**src/hdl/axis_angle_rotate3_unit_defines.svh**
```systemverilog
// Assertion macros shared by the axis-angle rotation block.
// No dependencies; included by files that carry assertions.
`ifndef AXIS_ANGLE_ROTATE3_UNIT_DEFINES_SVH
`define AXIS_ANGLE_ROTATE3_UNIT_DEFINES_SVH

// Same-cycle implication, sampled on i_clk, off during reset.
`define AAR_ASSERT_NOW(lbl, ante, cons, msg) \
    lbl: assert property (@(posedge i_clk) disable iff (!i_rst_n) \
        (ante) |-> (cons)) else $error(msg);

// Next-cycle implication, sampled on i_clk, off during reset.
`define AAR_ASSERT_NEXT(lbl, ante, cons, msg) \
    lbl: assert property (@(posedge i_clk) disable iff (!i_rst_n) \
        (ante) |=> (cons)) else $error(msg);

`endif

```
**src/hdl/aar_pkg.sv**
```systemverilog
// Types, constants and helper functions for the axis-angle rotation block.
// No dependencies.
`default_nettype none
package aar_pkg;

    localparam int CORDIC_STEPS = 24;
    localparam int STEP_W       = 5;

    localparam logic signed [33:0] GAIN_Q30 = 34'sd652032874;
    localparam logic signed [33:0] ONE_Q30  = 34'sd1073741824;

    // atan(2^-i), 2^32 per turn
    localparam logic [29:0] ATAN_TURN [32] = '{
        30'd536870912, 30'd316933406, 30'd167458907, 30'd85004756,
        30'd42667331,  30'd21354465,  30'd10679838,  30'd5340245,
        30'd2670163,   30'd1335087,   30'd667544,    30'd333772,
        30'd166886,    30'd83443,     30'd41722,     30'd20861,
        30'd10430,     30'd5215,      30'd2608,      30'd1304,
        30'd652,       30'd326,       30'd163,       30'd81,
        30'd41,        30'd20,        30'd10,        30'd5,
        30'd3,         30'd1,         30'd1,         30'd0
    };

    typedef struct packed {
        logic signed [31:0] point_x;
        logic signed [31:0] point_y;
        logic signed [31:0] point_z;
        logic signed [31:0] axis_x;
        logic signed [31:0] axis_y;
        logic signed [31:0] axis_z;
        logic        [31:0] turn_angle;
    } t_in_item;

    typedef struct packed {
        logic signed [31:0] rotated_x;
        logic signed [31:0] rotated_y;
        logic signed [31:0] rotated_z;
        logic               clipped;
    } t_out_item;

    // one CORDIC pipeline slot
    typedef struct packed {
        logic               valid;
        logic signed [33:0] x;
        logic signed [33:0] y;
        logic signed [32:0] z;
        logic        [1:0]  quad;
        logic signed [31:0] px;
        logic signed [31:0] py;
        logic signed [31:0] pz;
        logic signed [31:0] ax;
        logic signed [31:0] ay;
        logic signed [31:0] az;
    } t_cordic;

    // operands handed to the matrix pipeline
    typedef struct packed {
        logic signed [31:0] c;
        logic signed [31:0] s;
        logic signed [32:0] t;
        logic signed [31:0] ax;
        logic signed [31:0] ay;
        logic signed [31:0] az;
        logic signed [31:0] px;
        logic signed [31:0] py;
        logic signed [31:0] pz;
    } t_mat_in;

    function automatic logic signed [31:0] clamp_q30(input logic signed [33:0] v);
        logic signed [33:0] r;
        r = (v > ONE_Q30) ? ONE_Q30 : ((v < -ONE_Q30) ? -ONE_Q30 : v);
        return r[31:0];
    endfunction

    // floor((p + 2^29) / 2^30)
    function automatic logic signed [35:0] rnd30(input logic signed [65:0] p);
        logic signed [65:0] r;
        r = (p + 66'sd536870912) >>> 30;
        return r[35:0];
    endfunction

endpackage
`default_nettype wire

```
**src/hdl/aar_cordic_stage.sv**
```systemverilog
// One registered CORDIC rotation step with its riding payload.
// Depends on aar_pkg.
`default_nettype none
module aar_cordic_stage
    import aar_pkg::*;
(
    input  wire logic               i_clk,
    input  wire logic               i_rst_n,
    input  wire logic               i_en,
    input  wire logic [STEP_W-1:0]  i_step,
    input  wire t_cordic            i_slot,
    output t_cordic                 o_slot
);

    t_cordic r_slot;
    logic    r_valid;
    t_cordic n_slot;
    logic signed [33:0] w_dx;
    logic signed [33:0] w_dy;
    logic signed [32:0] w_ang;

    always_comb begin
        w_dx   = i_slot.y >>> i_step;
        w_dy   = i_slot.x >>> i_step;
        w_ang  = $signed({3'b000, ATAN_TURN[i_step]});
        n_slot = i_slot;
        if (i_slot.z >= 0) begin
            n_slot.x = i_slot.x - w_dx;
            n_slot.y = i_slot.y + w_dy;
            n_slot.z = i_slot.z - w_ang;
        end else begin
            n_slot.x = i_slot.x + w_dx;
            n_slot.y = i_slot.y - w_dy;
            n_slot.z = i_slot.z + w_ang;
        end
    end

    // valid bit is reset; the payload is not
    always_ff @(posedge i_clk) begin
        if (!i_rst_n) begin
            r_valid <= 1'b0;
        end else if (i_en) begin
            r_valid <= n_slot.valid;
        end
    end

    always_ff @(posedge i_clk) begin
        if (i_en) begin
            r_slot <= n_slot;
        end
    end

    always_comb begin
        o_slot       = r_slot;
        o_slot.valid = r_valid;
    end

endmodule
`default_nettype wire

```
**config.mk**
```make
export PLATFORM = sky130hd
export DESIGN_NAME = aar_cordic_stage
export DESIGN_NICKNAME = d
export VERILOG_FILES = /design/src/hdl/axis_angle_rotate3_unit_defines.svh /design/src/hdl/aar_pkg.sv /design/src/hdl/aar_cordic_stage.sv
export SDC_FILE = /design/constraint.sdc
export NUM_CORES = 1
export LEC_CHECK = 0
export BUFFER_PORTS_ARGS = -buffer_cell sky130_fd_sc_hd__buf_2
export CAP_MARGIN = 25
export CORE_AREA = 2 2 234 236
export CTS_CLUSTER_SIZE = 16
export DETAILED_ROUTE_END_ITERATION = 7
export DIE_AREA = 0 0 236 238
export PLACE_DENSITY = 0.67
export SYNTH_ARGS = -nofsm -noshare
export SYNTH_HDL_FRONTEND = slang
export SYNTH_SLANG_ARGS = --single-unit
```
**constraint.sdc**
```tcl
create_clock -name i_clk -period 9.1 [get_ports i_clk]
set_input_delay 2.73 -clock i_clk [delete_from_list [all_inputs] [get_ports i_clk]]
set_output_delay 2.73 -clock i_clk [all_outputs]
set_load 0.02 [all_outputs]
```
* Yosys cells after proc, flatten, opt, wreduce, memory -nomap -nowiden
Memory sizes are Yosys's and may differ from the RTL's.
Index checks and enable logic that the tools add are counted.
W data, S select, Z words.
** Storage, ports and cells
- Flip-flop bits (word level) :: 296
- Memory bits (read-only) :: 960
- Bits of input ports :: 304
- Output and inout bits :: 296
- Memories :: 1
** Memories
- (no name shown) :: depth 32, width 30, read ports 1, clocked after Yosys merged registers in 0, wr ports 0, line aar_cordic_stage.sv:25 : w_ang = $signed({3'b000, ATAN_TURN[i_step]});
** Operators by class
- Add/subtract/negate cells :: 6
- $lt $le $gt $ge :: 2
- Shifts and indexed selects :: 2
- Mux-type cells :: 3
- Bitwise logic cells :: 1
** Operators with widths (count)
- $mux W101 :: 1
- $add A34 B34 Y34 :: 2
- $sshr A34 B5 Y34 :: 2
- $sub A34 B34 Y34 :: 2
- $mux W30 :: 2
- $add A33 B31 Y33 :: 1
- $ge A33 B1 Y1 const B :: 1
- $sub A33 B31 Y33 :: 1
- $ge A6 B6 Y1 const B :: 1
- $not A5 Y6 :: 1

* Longest topological paths before layout
- Depth after elaboration :: 6
- Gate-level depth with buffers :: 28
- Mapped depth without buffers :: 21

* Worst setup path after synthesis
No wires, ideal clock.
- Path type :: input to register
- Start point :: in i_step[1]
- End point :: reg r_slot (netlist bit o_slot[225]) (data pin)
- Library setup time :: 0.195 ns
- Data arrival time :: 8.483 ns
- Setup slack :: 0.422 ns
- Stages :: 23
- Path buffers :: 4
- Cell sequence :: inv_1 buf_1 buf_2 buf_1 ha_1 clkbuf_1 inv_1 or3_1 a41oi_1 nand4bb_1 or3_1 nand4b_1 nand2_1 xor2_1 ha_1 a21o_1 a21o_1 a211oi_1 o21ai_0 a2111o_1 a311o_1 and2_1 o311ai_0
** RTL lines
- start: declaration :: line aar_cordic_stage.sv:10 : input wire logic [STEP_W-1:0] i_step,
- end signal: assignment :: line aar_cordic_stage.sv:49 : r_slot <= n_slot;
- end: declaration :: line aar_cordic_stage.sv:15 : t_cordic r_slot;

==> reports/results.tsv <==
metric	value	unit
die_w	236	µm
leakage	11.27	nW
synth_top_family_by_area	compound AO/OA/AOI/OAI gates	
syn-cell-area	0.02182	mm²
dp_hpwl	78.36	mm
layout.cells.non_filler	3365	
cts.clk_slew.worst_paths	0.06	ns
core	0.05350	mm²
die_area	0.05617	mm²
synth-simple-area-share	12.44	%
cts_root_buffer	clkbuf_16	
hold_violations	0	
io_pins	600	
max_slew_margin	36.07	%
drt-total-wl	98.45	mm
vias	20650	
syn_nets	2435	
multi_input_area	0.01219	mm²
clockBufferDepth	3	
postRouteAntennaNets	0	
synth_xor_area_share	6.703	%
synth_compound_area_share	17.01	%
cts_hold_buf	0	
synth_seq_cells	296	
ys_async_sr_fraction	0	%
peakVddDrop	0.0001332	V
postCtsSetupRepairBufs	0	
grt_max_degree	162	
ff_latch_area	0.008879	mm²
synth-edff-count	295	
antenna_found_initial	23	
fmax	118.5	MHz
ys_types	97	
drc	0	
critical_path_class	input port to flop	
synthMuxAreaShare	13.34	%
cts_tree	done	
syn_to_final_growth	23.94	%
maxCapViolCount	0	
viasPerCell	6.136	
fin_crit_sh	92.77	%
ys_seq_area_share	40.69	%
firstDrtPassIters	6	
grt_pass1_wl	138.0	mm
status	finished, final reports clean	
initial_core_util	40.79	%
gr-total-overflow	0	
cp-start-kind	input port	
slew_violations	0	
syn-instance-count	2022	
htree_levels	2	
synth-main-ff-cell	edfxtp_1	
worst_slew_pin_slew	0.9568	ns
avgRoutedWirePerCell	29.26	µm
cts.repair.resized	0	
cp.arrival	8.73	ns
cp-end-kind	flop	
cp_max_fo	38	
io_buffers	599	
post_dp_cell_area	0.02593	mm²
placedCellCount	3297	
min_path_type	flop to flop	
clkSinkCount	296	
track_usage	33.60	%
final-setup-viol-count	0	
cts_buffers	35	
place_congestion	1.021	
postSynthAreaPerCell	10.79	µm²
crit_required	9.38	ns
yosysWarnings	0	
synthAdderAreaFrac	6.353	%
grt_pass1_vias	19820	
rsz0062_at_grt	false	
design_area	0.02705	mm²
clock_latency	0.55	ns
die-height	238	µm
core.rowCount	85	
skew	0	ns
drive_gt1_share	34.07	%
powerDensity	193.8	mW/mm²
drtIter0Drc	2121	
layout.nets	3051	
fin_setup_tns	0	ns
fin_crit	8.442	ns
power	5.242	mW
num-fill-cells	4923	
## logic make-up after synthesis
kind of cell             count (synthesis)
flip-flops                             296
XOR/XNOR                               167
buffers and inverters                  167
adder cells (fa/ha/maj)                109
multiplexers                           188
AO/OA/AOI/OAI                          551
AND/OR/NAND/NOR                        544
## flip-flops by register name, summed over array words and instances (netlist names)
name	count
o_slot	295
r_valid	1
## worst paths after layout
check | startpoint | slack [ns] | cells after the start | endpoint
worst max-delay path | i_step[0] | 0.66 | 23 | o_slot[259]$_DFFE_PP_
worst min register to register | r_valid$_SDFFE_PN0P_ | 0.57 | 2 | r_valid$_SDFFE_PN0P_
worst min-delay path | r_valid$_SDFFE_PN0P_ | 0.57 | 2 | r_valid$_SDFFE_PN0P_
worst max register to register | r_valid$_SDFFE_PN0P_ | 8.46 | 2 | r_valid$_SDFFE_PN0P_
## per-layer routing
layer / up-vias / share of wire, % / track usage [%]
met5: - / 0.038 / 0
met3: 206 / 8.6 / 7.774
met2: 1184 / 48 / 56.91
met1: 10220 / 39 / 41.58
li1: 9033 / - / -
met4: 6 / 4.3 / 13.24
## placed cells by master (no fill, tap or decap), drive strengths merged, types with 12 or more instances in the layout
master,count
ha,106
a22oi,14
and3,18
nand4,12
nor2,129
o31ai,27
xnor2,92
o21ai,118
or2,17
a21oi,121
edfxtp,295
and2,23
o22ai,17
mux2,53
clkinv,18
nor2b,23
mux2i,58
xor2,75
a31oi,19
nor3,33
nand2,152
mux4,77
or3,15
nand2b,23
inv,57
a21o,44
clkbuf,39
a211oi,23
o211ai,16
o21a,28
nand3,55
buf,690
## where the power goes
group,internal [mW],switching (mW)
Clock,0.783,0.584
Sequential,1.77,0.0641
Combinational,0.759,1.29
## worst max-delay path, cell delays in order
cell       delay (ns)
buf_4            0.52
inv_1            0.25
buf_12           0.24
mux2i_1          0.54
o221ai_1         0.25
nor2_1           0.19
buf_4            0.16
ha_1             0.24
nand4_1          0.19
or2_4            0.32
or4b_1           0.62
a21o_1           0.22
a31oi_1          0.23
ha_1             0.30
a21o_1           0.17
a21oi_1          0.15
o21a_1           0.18
o2111ai_1        0.10
o21ai_0          0.23
buf_4            0.17
o21ai_0          0.16
a221oi_1         0.40
xnor2_1          0.10
## area by class of cell
class	instances	share of cell area, %
antenna	7	0.06477
clock buffer	39	3.373
clock inverter	22	0.6801
inverter	56	0.7772
multi-input combinational	1559	45.07
sequential	296	32.83
tap	696	3.220
timing repair buffer	690	13.99
## synth_stat cells, types with 7 or more instances
master | instances | area (µm²)
a211o_1 | 10 | 87.58
a211oi_1 | 20 | 150.1
a21o_1 | 44 | 330.3
a21oi_1 | 119 | 595.6
a221oi_1 | 7 | 61.31
a22o_1 | 8 | 70.07
a22oi_1 | 14 | 105.1
a31oi_1 | 19 | 118.9
and2_1 | 22 | 137.6
and3_1 | 18 | 112.6
buf_1 | 17 | 63.81
buf_2 | 25 | 125.1
buf_4 | 8 | 60.06
buf_6 | 7 | 78.83
clkbuf_1 | 53 | 198.9
edfxtp_1 | 295 | 8859
ha_1 | 106 | 1326
inv_1 | 55 | 206.5
mux2_2 | 48 | 540.5
mux2i_1 | 58 | 580.6
mux4_2 | 77 | 1734
nand2_1 | 152 | 570.6
nand2b_1 | 23 | 143.9
nand3_1 | 55 | 275.3
nand3b_1 | 9 | 67.56
nand4_1 | 11 | 68.82
nor2_1 | 128 | 480.5
nor2b_1 | 23 | 143.9
nor3_1 | 32 | 160.2
nor3b_1 | 7 | 52.55
o211ai_1 | 16 | 120.1
o21a_1 | 28 | 210.2
o21ai_0 | 112 | 560.5
o21bai_1 | 10 | 75.07
o221ai_1 | 7 | 61.31
o22ai_1 | 15 | 93.84
o31ai_1 | 27 | 202.7
or2_2 | 15 | 93.84
or3_1 | 15 | 93.84
xnor2_1 | 92 | 805.8
xor2_1 | 75 | 656.9
## stage by stage
stage               utilization, %  setup WS (ns)  hold slack (ns)
finish                       50.56         0.6581           0.5734
global route                 50.53         0.2721           0.6040
CTS                          50.53         0.7730           0.5706
detailed placement           48.48         0.2337           0.5553
global placement             48.48         0.1448           0.5278
floorplan                        -         0.4224           0.4839
No activity file was read; power rests on OpenSTA's default activity.
